--- config.mk ---
export PLATFORM = sky130hd
export DESIGN_NAME = fdd_option_select_qualifier
export DESIGN_NICKNAME = d
export VERILOG_FILES = /design/src/rtl/core/fosq_pkg.sv /design/src/rtl/core/fosq_filter.sv /design/src/rtl/core/fosq_pins.sv /design/src/rtl/core/fdd_option_select_qualifier.sv
export SDC_FILE = /design/constraint.sdc
export NUM_CORES = 1
export LEC_CHECK = 0
export CORE_MARGIN = 3
export CORE_UTILIZATION = 59
export DETAILED_ROUTE_END_ITERATION = 8
export DONT_BUFFER_PORTS = 1
export PLACE_DENSITY = 0.76
export SETUP_SLACK_MARGIN = 0.3
export SYNTH_ARGS = -nofsm -noshare
export SYNTH_HDL_FRONTEND = slang
export SYNTH_SLANG_ARGS = --single-unit
--- constraint.sdc ---
create_clock -name clock -period 5.1 [get_ports clock]
set_input_delay 0.255 -clock clock [delete_from_list [all_inputs] [get_ports clock]]
set_output_delay 0.255 -clock clock [all_outputs]
set_load 0.03 [all_outputs]
--- src/rtl/core/fosq_pkg.sv ---
// Shared types and constants for the option-select qualifier.
package fosq_pkg;

   localparam int unsigned TICK_W = 16;
   localparam int unsigned CSR_DATA_W = 16;

   localparam logic [TICK_W-1:0] ASSERT_TICKS_RESET   = 16'd3;
   localparam logic [TICK_W-1:0] DEASSERT_TICKS_RESET = 16'd300;
   localparam logic [TICK_W-1:0] RUN_COUNT_MAX        = 16'hFFFF;

   // Register indexes on the csr port.
   typedef enum logic [0:0] {
      CSR_ASSERT_TICKS   = 1'b0,
      CSR_DEASSERT_TICKS = 1'b1
   } csr_index_type;

   // One pin sample as captured from the request channel.
   typedef struct packed {
      logic tick;
      logic drive_sel_a;
      logic drive_sel_b;
      logic option_sel_a_n;
      logic option_sel_b_n;
      logic option_pair_b_n;
      logic eject_n;
      logic eject_mask_n;
      logic led_blink_n;
   } sample_type;

   // Pin-side state after one sample.
   typedef struct packed {
      logic [1:0] host_sel;
      logic [1:0] rpm300;
      logic [1:0] eject_pulse;
      logic [1:0] masked;
      logic [1:0] blink;
   } pin_result_type;

   // Previous pins: bit0 sel A, bit1 sel B, bit2 opt A n, bit3 opt B n.
   localparam logic [3:0] PREV_PINS_RESET = 4'b1100;

endpackage

--- src/rtl/core/fosq_filter.sv ---
// Tick-driven hysteresis filter on one drive's double option assertion.
module fosq_filter (
   input  logic                      clock,
   input  logic                      reset,
   input  logic                      step,
   input  logic                      both,
   input  logic [fosq_pkg::TICK_W-1:0] assert_ticks,
   input  logic [fosq_pkg::TICK_W-1:0] deassert_ticks,
   output logic                      quad_cur,
   output logic                      quad_nxt
);
   import fosq_pkg::*;

   logic              quad_ff, quad_in;
   logic              active_ff, active_in;
   logic [TICK_W-1:0] count_ff, count_in;
   logic [TICK_W-1:0] count_inc;
   logic [TICK_W-1:0] limit;
   logic              want_change;

   assign want_change = quad_ff ? !both : both;
   assign limit       = quad_ff ? deassert_ticks : assert_ticks;
   assign count_inc   = (count_ff == RUN_COUNT_MAX) ? count_ff : count_ff + 1'b1;

   always_comb begin
      quad_in   = quad_ff;
      active_in = active_ff;
      count_in  = count_ff;
      if (step) begin
         if (!want_change) begin
            active_in = 1'b0;
            count_in  = '0;
         end else if (!active_ff) begin
            // first tick of a run only arms it
            active_in = 1'b1;
            count_in  = '0;
         end else if (count_inc > limit) begin
            quad_in   = !quad_ff;
            active_in = 1'b0;
            count_in  = '0;
         end else begin
            count_in  = count_inc;
         end
      end
   end

   always_ff @(posedge clock) begin
      if (reset) begin
         quad_ff   <= 1'b0;
         active_ff <= 1'b0;
         count_ff  <= '0;
      end else begin
         quad_ff   <= quad_in;
         active_ff <= active_in;
         count_ff  <= count_in;
      end
   end

   assign quad_cur = quad_ff;
   assign quad_nxt = quad_in;

`ifndef SYNTHESIS
   a_idle_count_zero: assert property (@(posedge clock) disable iff (reset)
      !active_ff |-> (count_ff == '0))
      else $error("filter count nonzero while no run is active");
`endif

endmodule

--- src/rtl/core/fosq_pins.sv ---
// Edge detection, select routing, rpm mode and option latches.
module fosq_pins (
   input  logic                     clock,
   input  logic                     reset,
   input  logic                     step,
   input  fosq_pkg::sample_type     sample,
   input  logic [1:0]               quad_cur,
   input  logic [1:0]               quad_nxt,
   output fosq_pkg::pin_result_type result
);
   import fosq_pkg::*;

   logic [3:0] prev_pins_ff, pins;
   logic [3:0] rise, fall;
   logic [1:0] host_sel_ff, host_sel_in;
   logic [1:0] rpm_ff, rpm_in;
   logic [1:0] masked_ff, masked_in;
   logic [1:0] blink_ff, blink_in;
   logic [1:0] eject_seen_ff, eject_seen_in;
   logic [1:0] pulse;
   logic [1:0] opt_on;
   logic       eject, mask, blink_req;

   assign pins = {sample.option_sel_b_n, sample.option_sel_a_n,
                  sample.drive_sel_b, sample.drive_sel_a};
   assign rise = pins & ~prev_pins_ff;
   assign fall = prev_pins_ff & ~pins;
   assign opt_on    = {!sample.option_sel_b_n, !sample.option_sel_a_n};
   assign eject     = !sample.eject_n;
   assign mask      = !sample.eject_mask_n;
   assign blink_req = !sample.led_blink_n;

   always_comb begin
      host_sel_in   = host_sel_ff;
      rpm_in        = rpm_ff;
      masked_in     = masked_ff;
      blink_in      = blink_ff;
      eject_seen_in = eject_seen_ff;
      pulse         = '0;

      // A before B: B wins when both selects rise together
      for (int d = 0; d < 2; d++) begin
         if (rise[d]) begin
            rpm_in[d]   = quad_cur[d];
            host_sel_in = 2'(1 << d);
         end else if (fall[d]) begin
            host_sel_in[d] = 1'b0;
         end
      end

      for (int d = 0; d < 2; d++) begin
         if (rise[d+2]) begin
            pulse[d]     = eject_seen_ff[d];
            masked_in[d] = mask;
            blink_in[d]  = blink_req;
         end
         if (opt_on[d]) begin
            eject_seen_in[d] = eject;
         end
      end

      if (sample.tick) begin
         if (sample.drive_sel_a) begin
            rpm_in[0] = quad_nxt[0];
         end
         if (sample.drive_sel_b) begin
            rpm_in[1] = quad_nxt[1];
         end
      end
   end

   always_ff @(posedge clock) begin
      if (reset) begin
         prev_pins_ff  <= PREV_PINS_RESET;
         host_sel_ff   <= '0;
         rpm_ff        <= '0;
         masked_ff     <= '0;
         blink_ff      <= '0;
         eject_seen_ff <= '0;
      end else if (step) begin
         prev_pins_ff  <= pins;
         host_sel_ff   <= host_sel_in;
         rpm_ff        <= rpm_in;
         masked_ff     <= masked_in;
         blink_ff      <= blink_in;
         eject_seen_ff <= eject_seen_in;
      end
   end

   assign result.host_sel    = host_sel_in;
   assign result.rpm300      = rpm_in;
   assign result.eject_pulse = pulse;
   assign result.masked      = masked_in;
   assign result.blink       = blink_in;

`ifndef SYNTHESIS
   a_one_host_sel: assert property (@(posedge clock) disable iff (reset)
      !(host_sel_ff[0] && host_sel_ff[1]))
      else $error("both host selects driven");
`endif

endmodule

--- src/rtl/core/fdd_option_select_qualifier.sv ---
// Top level of the floppy option-select qualifier.
// Each request is one sample of the drive-select and option-select pins plus a tick
// flag; each request yields exactly one response with the routed host selects, the
// rpm modes, eject pulses, latched mask/blink bits and the filtered quad flags. The
// block is a two-stage pipe (request register, then response register) and takes one
// request per clock while req_stall is low, passing each one from the request register
// to the response register. The response register holds under rsp_stall, and req_stall
// rises only when both stages are full and rsp_stall holds the response. The quad
// filters count ticks against assert_ticks/deassert_ticks, which must be written only
// while no request is in flight.
module fdd_option_select_qualifier (
   input  logic                            clock,
   input  logic                            reset,
   input  logic                            csr_write_en,
   input  logic [0:0]                      csr_index,
   input  logic [fosq_pkg::CSR_DATA_W-1:0] csr_wdata,
   input  logic                            req_valid,
   output logic                            req_stall,
   input  logic                            req_tick,
   input  logic                            req_drive_sel_a,
   input  logic                            req_drive_sel_b,
   input  logic                            req_option_sel_a_n,
   input  logic                            req_option_sel_b_n,
   input  logic                            req_option_pair_b_n,
   input  logic                            req_eject_n,
   input  logic                            req_eject_mask_n,
   input  logic                            req_led_blink_n,
   output logic                            rsp_valid,
   input  logic                            rsp_stall,
   output logic                            rsp_host_sel_a,
   output logic                            rsp_host_sel_b,
   output logic                            rsp_rpm300_a,
   output logic                            rsp_rpm300_b,
   output logic                            rsp_eject_pulse_a,
   output logic                            rsp_eject_pulse_b,
   output logic                            rsp_masked_a,
   output logic                            rsp_masked_b,
   output logic                            rsp_blink_a,
   output logic                            rsp_blink_b,
   output logic                            rsp_quad_a,
   output logic                            rsp_quad_b
);
   import fosq_pkg::*;

   logic [TICK_W-1:0] assert_ticks_ff, deassert_ticks_ff;
   logic              req_valid_ff;
   sample_type        sample_ff, sample_in;
   logic              rsp_valid_ff;
   pin_result_type    pins_ff, pins_res;
   logic [1:0]        quad_ff;
   logic [1:0]        quad_cur, quad_nxt;
   logic              rsp_load, req_load, step;

   assign rsp_load  = !rsp_valid_ff || !rsp_stall;
   assign req_load  = !req_valid_ff || rsp_load;
   assign req_stall = !req_load;
   assign step      = req_valid_ff && rsp_load;

   assign sample_in = '{tick:            req_tick,
                        drive_sel_a:     req_drive_sel_a,
                        drive_sel_b:     req_drive_sel_b,
                        option_sel_a_n:  req_option_sel_a_n,
                        option_sel_b_n:  req_option_sel_b_n,
                        option_pair_b_n: req_option_pair_b_n,
                        eject_n:         req_eject_n,
                        eject_mask_n:    req_eject_mask_n,
                        led_blink_n:     req_led_blink_n};

   always_ff @(posedge clock) begin
      if (reset) begin
         assert_ticks_ff   <= ASSERT_TICKS_RESET;
         deassert_ticks_ff <= DEASSERT_TICKS_RESET;
      end else if (csr_write_en) begin
         unique case (csr_index_type'(csr_index))
            CSR_ASSERT_TICKS:   assert_ticks_ff   <= csr_wdata;
            CSR_DEASSERT_TICKS: deassert_ticks_ff <= csr_wdata;
            default: ;
         endcase
      end
   end

   always_ff @(posedge clock) begin
      if (reset) begin
         req_valid_ff <= 1'b0;
      end else if (req_load) begin
         req_valid_ff <= req_valid;
      end
   end

   always_ff @(posedge clock) begin
      if (req_load && req_valid) begin
         sample_ff <= sample_in;
      end
   end

   fosq_filter u_filter_a (
      .clock          (clock),
      .reset          (reset),
      .step           (step && sample_ff.tick),
      .both           (!sample_ff.option_sel_a_n && !sample_ff.option_sel_b_n),
      .assert_ticks   (assert_ticks_ff),
      .deassert_ticks (deassert_ticks_ff),
      .quad_cur       (quad_cur[0]),
      .quad_nxt       (quad_nxt[0])
   );

   fosq_filter u_filter_b (
      .clock          (clock),
      .reset          (reset),
      .step           (step && sample_ff.tick),
      .both           (!sample_ff.option_sel_b_n && !sample_ff.option_pair_b_n),
      .assert_ticks   (assert_ticks_ff),
      .deassert_ticks (deassert_ticks_ff),
      .quad_cur       (quad_cur[1]),
      .quad_nxt       (quad_nxt[1])
   );

   fosq_pins u_pins (
      .clock    (clock),
      .reset    (reset),
      .step     (step),
      .sample   (sample_ff),
      .quad_cur (quad_cur),
      .quad_nxt (quad_nxt),
      .result   (pins_res)
   );

   always_ff @(posedge clock) begin
      if (reset) begin
         rsp_valid_ff <= 1'b0;
      end else if (rsp_load) begin
         rsp_valid_ff <= req_valid_ff;
      end
   end

   always_ff @(posedge clock) begin
      if (step) begin
         pins_ff <= pins_res;
         quad_ff <= quad_nxt;
      end
   end

   assign rsp_valid         = rsp_valid_ff;
   assign rsp_host_sel_a    = pins_ff.host_sel[0];
   assign rsp_host_sel_b    = pins_ff.host_sel[1];
   assign rsp_rpm300_a      = pins_ff.rpm300[0];
   assign rsp_rpm300_b      = pins_ff.rpm300[1];
   assign rsp_eject_pulse_a = pins_ff.eject_pulse[0];
   assign rsp_eject_pulse_b = pins_ff.eject_pulse[1];
   assign rsp_masked_a      = pins_ff.masked[0];
   assign rsp_masked_b      = pins_ff.masked[1];
   assign rsp_blink_a       = pins_ff.blink[0];
   assign rsp_blink_b       = pins_ff.blink[1];
   assign rsp_quad_a        = quad_ff[0];
   assign rsp_quad_b        = quad_ff[1];

`ifndef SYNTHESIS
   a_stall_only_when_full: assert property (@(posedge clock) disable iff (reset)
      req_stall |-> (req_valid_ff && rsp_valid_ff))
      else $error("request stalled with a free stage");

   a_request_advances: assert property (@(posedge clock) disable iff (reset)
      (req_valid_ff && !(rsp_valid_ff && rsp_stall)) |=> rsp_valid_ff)
      else $error("registered request did not reach the response stage");

   a_rsp_one_host_sel: assert property (@(posedge clock) disable iff (reset)
      rsp_valid_ff |-> !(rsp_host_sel_a && rsp_host_sel_b))
      else $error("response drives both host selects");
`endif

endmodule
# Word level (Yosys, flattened, before mapping)
# Cells that the tools add are included.
# Widths: inputs -> output; s select.
# word_totals
elab_cells,112
ff_bits,105
inputBits,31
# classes
addsub,2
reduce_logical,25
n_eq_ne,2
mux,41
magnitude_cmp,2
n_bitwise,7
# ops
cell,count
$mux 16,10
$add 16x1->16 const B,2
$eq 16x16->1 const B,2
$gt 16x16->1,2
$mux 1,30
$logic_not 1->1,14
$reduce_and 2->1,4
$logic_and 1x1->1,5
$and 4x4->4,1
$not 4->4,1
$not 1->1,3
$and 2x2->2,1
$logic_or 1x1->1,2
$mux 2,1
$not 2->2,1

# Longest topological paths before layout
# Gate-level depths: netlist (run 1).
# logic_depth
word_depth,9
ltp_mapped,16

# Hierarchy
# From an unflattened synthesis (run 1), not the netlist that was laid out.
# hier_totals
hier_cells,656
area_unflattened_um2,6015.8
# modules_own_cells
mod,area_per_inst_um2,instances,cells_per_inst,seq_area_each_um2
fosq_filter,1610.3,2,201,360.3
fdd_option_select_qualifier,2057.0,1,162,1311.3
fosq_pins,738.2,1,92,280.3

# Worst setup path after synthesis (run 1)
# Ideal clock, no wire load.
# synth_path
path_kind,reg2reg
from,register u_filter_b.count_ff[0]
to,register u_filter_b.count_ff[0]
arrival_time_ns,3.619
path_slack_ns,1.414
path_stages_with_launch,17
period_less_slack_ns,3.686
required_time_ns,5.033
n_path_buf,1
cell_sequence,dfxtp_1 -> ha_1 -> nand2_1 -> or3_1 -> or2_2 -> nand2_1 -> nor3_1 -> or2_1 -> ha_1 -> a21oi_1 -> o21ai_0 -> a221o_1 -> a211o_1 -> a2111oi_4 -> buf_6 -> nand3_2 -> o21ai_2
# synth_between
elab_chain_cells,6
word_cells_on_any_way,7
cone_classes,1 x add/sub; 1 x order compare; 1 x eq/ne; 4 x mux
# synth_rtl
element,line,rtl
from (decl),fosq_filter.sv:16,"logic [TICK_W-1:0] count_ff, count_in;"
from (signal assigned),fosq_filter.sv:55,count_ff <= count_in;
$add 16x1->16 or $eq 16x16->1 (tied branches),fosq_filter.sv:23,assign count_inc = (count_ff == RUN_COUNT_MAX) ? count_ff : count_ff + 1'b1;
$mux 16 (*),fosq_filter.sv:23,
$gt 16x16->1,fosq_filter.sv:37,end else if (count_inc > limit) begin
$mux 16 (*),fosq_filter.sv:37,
$mux 16 (*),fosq_filter.sv:33,end else if (!active_ff) begin
$mux 16 (*),fosq_filter.sv:30,if (!want_change) begin
# Mark *: on every way between the ends. The rest lies on a longest branch, timed or not.
# A chain may end at the register's enable or synchronous reset.

# Final worst setup path (run 1)
# Ends and elaborated chain as after synthesis.

==> impl_results.rst, run 1 <==
.. list-table::
   :header-rows: 1

   * - Metric
     - Value
   * - Wire length of the first global-routing pass
     - ~22000 um
   * - Syn avg cell area
     - around 8.6 um^2
   * - Count leader, synth
     - nand2_1
   * - Cell at the root of the clock tree
     - clkbuf_8
   * - Post-Route WL
     - around 13000 um
   * - Number of routed nets with antenna violations
     - 0
   * - Die outline width
     - a little over 100 um
   * - Post-synthesis instance area
     - around 5600 um^2
   * - Final estimated routing congestion in global placement
     - 0.942
   * - Cell-by-cell listing of the critical path
     - ha_1, nand2_1, or3_1, or2_2, nand2_1, nor3_1, or2_1, ha_1, a21oi_1, o21ai_0, a221o_1, a211o_1, a2111oi_4, a21oi_1, o21ai_2
   * - Detailed-routing iteration count for the pre-antenna-repair pass
     - 5
   * - Via count
     - approximately 4800
   * - Final setup margin
     - roughly 700 ps
   * - Worst setup SP type
     - flip-flop
   * - Total track usage
     - roughly a quarter
   * - Via count normalized by instance count
     - 5.98
   * - Clock buffer depth
     - 2
   * - Synthesized netlist net count
     - 717
   * - Highest Signal Layer
     - met4
   * - Max incr delay on CP
     - 850 ps
   * - Clock Pin Slew Worst Setup and Hold Paths
     - ~110 ps
   * - Total power per unit cell area
     - approximately 260 nW/um^2
   * - Detailed-routed wire length on met3
     - roughly 720 um
   * - Later-pin clock latency in the skew report
     - about 370 ps
   * - Warnings from Yosys
     - 0
   * - Flop and latch count out of synthesis
     - 105
   * - Number of placed instances with taps included
     - 754
   * - Count of input and output buffers
     - 0
   * - Reported max-cap violation count
     - 0
   * - Fraction of post-synthesis cell area in the top cell type by area
     - between 20 and 30%
   * - Remaining global-route overflow
     - 0
   * - Proportion of register bits with asynchronous set or reset after synthesis
     - 0%
   * - Detailed-route DRC error count
     - 0
   * - Remaining max-slew budget at the tightest pin
     - approximately 14%
   * - Library cells used by synthesis
     - 64
   * - Most area-hungry cell type in the Yosys netlist
     - dfxtp_1
   * - Slew at the pin closest to its max-slew limit
     - between 1000 and 1500 ps
   * - Leak Pwr
     - roughly 0.0023 uW
   * - Number of resized instances in the post-cts repair step
     - 0
   * - Clock sink total
     - about 110
   * - Final slew viol count
     - 0
   * - Post-detailed-placement cell area
     - 5680 um^2
   * - Detailed-routing wirelength on met1
     - approximately 5700 um
   * - Worst path required time
     - ~5400 ps
   * - Non-Filler Cell Area, Final
     - 6160 um^2
   * - Area of the placeable core
     - about 9000 um^2
   * - Post-CTS setup buffer count
     - 0
   * - TritonCTS clock tree
     - built
   * - Largest fanout of any net on the critical path
     - 17
   * - Number of cells produced by synthesis
     - ~650
   * - Final Hold Violating Endpoints
     - 0
   * - Master of the slowest instance on the critical path
     - a2111oi_4
   * - Total setup violations reported at the end of the flow
     - 0
   * - Pin count of the biggest net entering global routing
     - 54
   * - Flip-flop cell with the highest count after synthesis
     - dfxtp_1
   * - Final total power
     - approximately 1600 uW
   * - CTS H-tree lvls
     - 3
   * - Category of the worst setup path capture point
     - flip-flop
   * - Number of diodes
     - 0
   * - Initial antenna violation count
     - 0
   * - Placement-stage worst setup slack
     - 773 ps
   * - Synth cell count leaders
     - nand2_1, dfxtp_1, a21oi_1, nor2_1, ha_1
   * - Accumulated negative setup slack
     - 0 ps
   * - Average wire per standard cell
     - 16.7 um
   * - Fraction of the cycle the final worst path needs
     - between 80% and 90%
   * - Initial core utilization
     - between 60 and 70%
   * - Clock period minus worst slack
     - ~4400 ps
   * - Die footprint
     - between 10000 and 15000 um^2
   * - Arrival time at the worst endpoint
     - approximately 4700 ps
   * - Detail Route met2 WL
     - 6510 um
   * - Number of buffers added by the clock tree synthesis step
     - 9
   * - Cell types occupying the most area after synthesis
     - dfxtp_1, edfxtp_1, nand2_1
   * - Final Instance Count excl. Fillers
     - 795
   * - Starting DRT DRC Count
     - between 150 and 200
   * - Standard-cell row count
     - 34
   * - Sequential element share of the synthesized area
     - approximately two fifths
   * - Share of cells above drive strength 1
     - under 10%
   * - Total half-perimeter wirelength after legalization and detailed placement
     - slightly above 9000 um
   * - Vertical extent of the die
     - about 100 um
   * - Total I/O pin count
     - 45
   * - Via count of the first global-routing pass
     - approximately 4500
   * - Number of enable flip-flop cells after synthesis
     - 21
   * - Setup repair after global routing missed its margin
     - false
   * - Achievable Freq
     - ~0.23 GHz
   * - Net count, final
     - between 700 and 800
   * - Worst vdd ir
     - roughly 0.00016 V
   * - Area growth from synthesis to final layout
     - 9.72%
   * - Post-route clock skew
     - about 11 ps
   * - Type of the worst setup path
     - reg -> reg
   * - Worst hold path class
     - in -> reg
   * - Outcome
     - finished, final reports clean
## cell families (layout without fill, tap and decap cells)
family / after synthesis / after routing / synth area share, %
buf+inv: 36 / 53 / 2.54
fa+ha+maj: 34 / 34 / 7.58
mux: 37 / 37 / 6.76
compound gates: 134 / 134 / 15.4
flops: 105 / 105 / 41.2
xor+xnor: 12 / 12 / 1.87
simple gates: 294 / 294 / 24.6
## final cells by class
cell class | instances | area, um^2
Clock buffer | 9 | 124
Clock inverter | 7 | 90.1
Fill cell | 731 | 2820
Inverter | 9 | 33.8
Multi-Input combinational cell | 511 | 3160
Sequential cell | 105 | 2310
Tap cell | 126 | 158
Timing Repair Buffer | 28 | 283
## where the power goes
group          leakage [uW]  internal (uW)  switching, uW
logic               0.00131           50.0           78.1
clock network      0.000110            242            314
registers          0.000886            874           27.8
total               0.00231           1170            420
## cell usage in the layout, fill, tap and decap left out, drive strengths merged, types with 15 or more instances in the layout
| cell type | count |
|---|---|
| dfxtp | 84 |
| edfxtp | 21 |
| nand2 | 128 |
| ha | 34 |
| nand3 | 21 |
| mux2i | 30 |
| nor2 | 61 |
| dlygate4sd3 | 24 |
| o21ai | 20 |
| nand4 | 15 |
| a21oi | 61 |
## worst max-delay path, delay by kind of cell, from the launching register on
| kind | cells | cell delay [ps] |
|---|---|---|
| fa+ha+maj | 2 | 520 |
| compound gates | 7 | 2110 |
| simple gates | 6 | 1300 |
| flops | 1 | 400 |
## per-stage QoR
stage | hold WS [ps] | utilization (%)
after floorplan | 354 | -
after global placement | 330 | 63.3
after detailed placement | 333 | 63.3
after CTS | 0.700 | 67.9
after global routing | 0.453 | 68.6
final | 8.87 | 68.6
## flip-flops by register name, indices dropped and copies added, names as in the netlist, 2 cells and up
signal and count:
sample_ff 9, u_filter_b.count_ff 16, assert_ticks_ff 16, u_filter_a.count_ff 16
u_pins.prev_pins_ff 4, u_pins.eject_seen_ff 2, quad_ff 2, u_pins.masked_ff 2
deassert_ticks_ff 16, u_pins.blink_ff 2, u_pins.host_sel_ff 2, u_pins.rpm_ff 2
## per-layer routing
layer	up-vias	GRT usage (%)
met5	-	0
met3	29	5.91
li1	2370	-
met1	2226	30.7
met4	0	8.93
met2	132	41.5
## worst paths after layout
kind	depth (start not counted)	slack, ps	start	to
max	15	700	u_filter_b.count_ff[0]$_SDFFE_PP0P_	u_filter_b.count_ff[0]$_SDFFE_PP0P_
max reg2reg	15	700	u_filter_b.count_ff[0]$_SDFFE_PP0P_	u_filter_b.count_ff[0]$_SDFFE_PP0P_
min reg2reg	2	470	u_pins.masked_ff[0]$_SDFFE_PP0P_	u_pins.masked_ff[0]$_SDFFE_PP0P_
min	2	9	csr_wdata[15]	deassert_ticks_ff[15]$_SDFFE_PP0P_
## what timing repair did
item / 4_1_cts / 5_1_grt
hold endpoints to repair: 65 / 6
endpoints found under the setup margin: 0 / 0
hold buffers: 19 / 6
Note: power is estimated with default switching activity, not from simulation.
==> run 2: changes to the inputs <==
CORE_MARGIN = default   (was 3)
clock period = 4.4 ns   (was 5.1 ns; I/O delays follow)
==> run 2 against run 1 <==
Largest cell class unchanged. Cell count grew 2.0%. Hold slack better by 97 ps. Critical path type unchanged. Clock power up 10%.
==> impl_results.rst, run 2 (same netlist as run 1, synthesis figures left out) <==
.. list-table::
   :header-rows: 1

   * - Metric
     - Value
   * - Share of cells above drive strength 1
     - 7.48% (+2.5 points)
   * - Number of diodes
     - 0 (unchanged)
   * - Clock sink total
     - 105 (unchanged)
   * - Worst R2R Start
     - u_filter_b.count_ff[1]$_SDFFE_PP0P_
   * - Arrival time at the worst endpoint
     - 4160 ps (-540 ps)
   * - Gr busiest metal
     - met2
   * - Die outline width
     - 99.5 um (-3.9%)
   * - Met2 track demand over resource in global routing
     - 47.2% (+5.7 points)
   * - Total track usage
     - 27.0% (+2.5 points)
   * - Later-pin clock latency in the skew report
     - 380 ps (about the same)
   * - Detailed-routing iteration count for the pre-antenna-repair pass
     - 5 (unchanged)
   * - Wire length of the first global-routing pass
     - 21200 um (-2.7%)
   * - Number of routed nets with antenna violations
     - 0 (unchanged)
   * - Remaining global-route overflow
     - 0 (unchanged)
   * - Final estimated routing congestion in global placement
     - 0.924 (-1.9%)
   * - CTS H-tree lvls
     - 3 (unchanged)
   * - Area growth from synthesis to final layout
     - 12.4%
   * - Cell-by-cell listing of the critical path
     - ha_1, nand2_2, or3_1, or2_4, nand2_2, nor3_1, or2_1, ha_1, a21oi_1, o21ai_0, a221o_1, a211o_1, a2111oi_4, buf_6, a21oi_1, o21ai_2
   * - Clock buffer depth
     - 2 (unchanged)
   * - Master of the slowest instance on the critical path
     - a2111oi_4
   * - Fraction of the cycle the final worst path needs
     - 87.9% (+1.7 points)
   * - Clock period minus worst slack
     - 3870 ps (-527 ps)
   * - Count of input and output buffers
     - 0 (unchanged)
   * - Worst hold path class
     - in -> reg
   * - Category of the worst setup path capture point
     - flip-flop
   * - Total I/O pin count
     - 45 (unchanged)
   * - Launch point of the worst path
     - u_filter_b.count_ff[1]$_SDFFE_PP0P_
   * - Average wire per standard cell
     - 16.1 um (-3.3%)
   * - Achievable Freq
     - 0.259 GHz (+14%)
   * - Total setup violations reported at the end of the flow
     - 0 (unchanged)
   * - Total power per unit cell area
     - 287 nW/um^2 (+11%)
   * - Worst setup SP type
     - flip-flop
   * - Post-Route WL
     - 13100 um (-1.3%)
   * - Max incr delay on CP
     - 430 ps (-420 ps)
   * - Pin count of the biggest net entering global routing
     - 54 (unchanged)
   * - Final slew viol count
     - 0 (unchanged)
   * - Die footprint
     - 9900 um^2 (-7.6%)
   * - Clock Pin Slew Worst Setup and Hold Paths
     - 110 ps (about the same)
   * - Worst path required time
     - 4700 ps (-700 ps)
   * - Starting DRT DRC Count
     - 238 (+27%)
   * - Net count, final
     - 742 (+1.8%)
   * - Leak Pwr
     - 0.00237 uW (+2.9%)
   * - Worst path bufs/invs
     - 1 (+1)
   * - Via count
     - 4867 (+2.3%)
   * - Origin of the worst min-delay path
     - reset
   * - Outcome
     - finished, final reports clean
   * - Worst vdd ir
     - 0.000177 V (+11%)
   * - Final Hold Violating Endpoints
     - 0 (unchanged)
   * - Number of buffers added by the clock tree synthesis step
     - 9 (unchanged)
   * - TritonCTS clock tree
     - built
   * - Post-route clock skew
     - 22.1 ps (+11.2 ps)
   * - Vertical extent of the die
     - 99.5 um (-3.9%)
   * - Global Route met3 Usage
     - 3.51% (-2.4 points)
   * - Initial core utilization
     - 60.7% (-1.8 points)
   * - Largest fanout of any net on the critical path
     - 6 (-11)
   * - Standard-cell row count
     - 35 (+2.9%)
   * - Via count of the first global-routing pass
     - 4460 (-1.6%)
   * - Core occupancy in the finished layout
     - 68.3% (-0.32 points)
   * - Remaining max-slew budget at the tightest pin
     - 18.7% (+4.8 points)
   * - Total half-perimeter wirelength after legalization and detailed placement
     - 9010 um (-0.61%)
   * - Commonest non-fill, non-tap cells in the layout
     - nand2_1, dfxtp_1, nor2_1, a21oi_1, ha_1
   * - Reported max-cap violation count
     - 0 (unchanged)
   * - Detailed-route DRC error count
     - 0 (unchanged)
   * - Cell at the root of the clock tree
     - clkbuf_8
   * - Slew at the pin closest to its max-slew limit
     - 1220 ps (-72.5 ps)
   * - Global-route track usage on met1
     - 34.7% (+4.1 points)
   * - Setup repair after global routing missed its margin
     - false
   * - Area of the placeable core
     - 9240 um^2 (+2.9%)
   * - Final total power
     - 1810 uW (+14%)
   * - Commonest non-fill, non-tap cell in the layout
     - nand2_1
   * - Type of the worst setup path
     - reg -> reg
   * - Accumulated negative setup slack
     - 0 ps (unchanged)
   * - Via count normalized by instance count
     - 6.00 (+0.29%)
   * - Crit path max-delay family
     - compound AO/OA/AOI/OAI gates
   * - Initial antenna violation count
     - 0 (unchanged)
[run 2: cell types whose count changed in the layout (fill, tap and decap cells not counted), sizes merged]
| cell | before | now |
|---|---|---|
| buf | 4 | 14 |
| bufinv | 1 | 0 |
| clkinv | 2 | 4 |
| dlygate4sd3 | 24 | 27 |
| inv | 13 | 12 |
[run 2: path summary, 6_finish.rpt]
check	cells after the start	end	slack [ps]
worst max-delay path	16	u_filter_b.count_ff[0]$_SDFFE_PP0P_	530
worst min-delay path	2	u_filter_b.active_ff$_SDFFE_PP0P_	110
worst max register to register	16	u_filter_b.count_ff[0]$_SDFFE_PP0P_	530
worst min register to register	2	u_pins.masked_ff[0]$_SDFFE_PP0P_	470
[run 2: layer usage]
metal | routed length [um] | up-vias
li1 | - | 2386
met1 | 5760 | 2319
met2 | 6530 | 134
met3 | 519 | 28
met4 | 268 | 0
met5 | 0 | -
[run 2: metrics by stage]
| step | hold slack [ps] | std cells | cell area [um^2] | setup WS, ps |
|---|---|---|---|---|
| 3_5_place_dp | 300 | 758 | 5690 | 292 |
| 4_1_cts | 88.0 | 804 | 6220 | 331 |
| 5_1_grt | 121 | 811 | 6310 | 331 |
| 6_report | 105 | 811 | 6310 | 532 |
| 3_3_place_gp | 296 | 758 | 5690 | 428 |
| 2_1_floorplan | 319 | 652 | 5610 | 714 |
[run 2: layout make-up]
class / instances / area, um^2
Clock buffer: 9 / 124
Clock inverter: 7 / 78.8
Fill cell: 750 / 2930
Inverter: 9 / 33.8
Multi-Input combinational cell: 511 / 3190
Sequential cell: 105 / 2320
Tap cell: 129 / 161
Timing Repair Buffer: 41 / 402
[run 2: repair_timing]
item                                    CTS  global route
hold buffers                             28             0
resized for setup                         2            10
buffers inserted                          2             6
endpoints found under the hold margin    69             0
cloned                                    0             1
pin swaps                                 0             3
endpoints found under the setup margin    4            24
[run 2: where the power goes]
part / total, uW / internal, uW / switching, uW
clock network: 612 / 229 / 384
registers: 1050 / 1010 / 32.5
logic: 154 / 60.8 / 92.7
total: 1810 / 1300 / 509
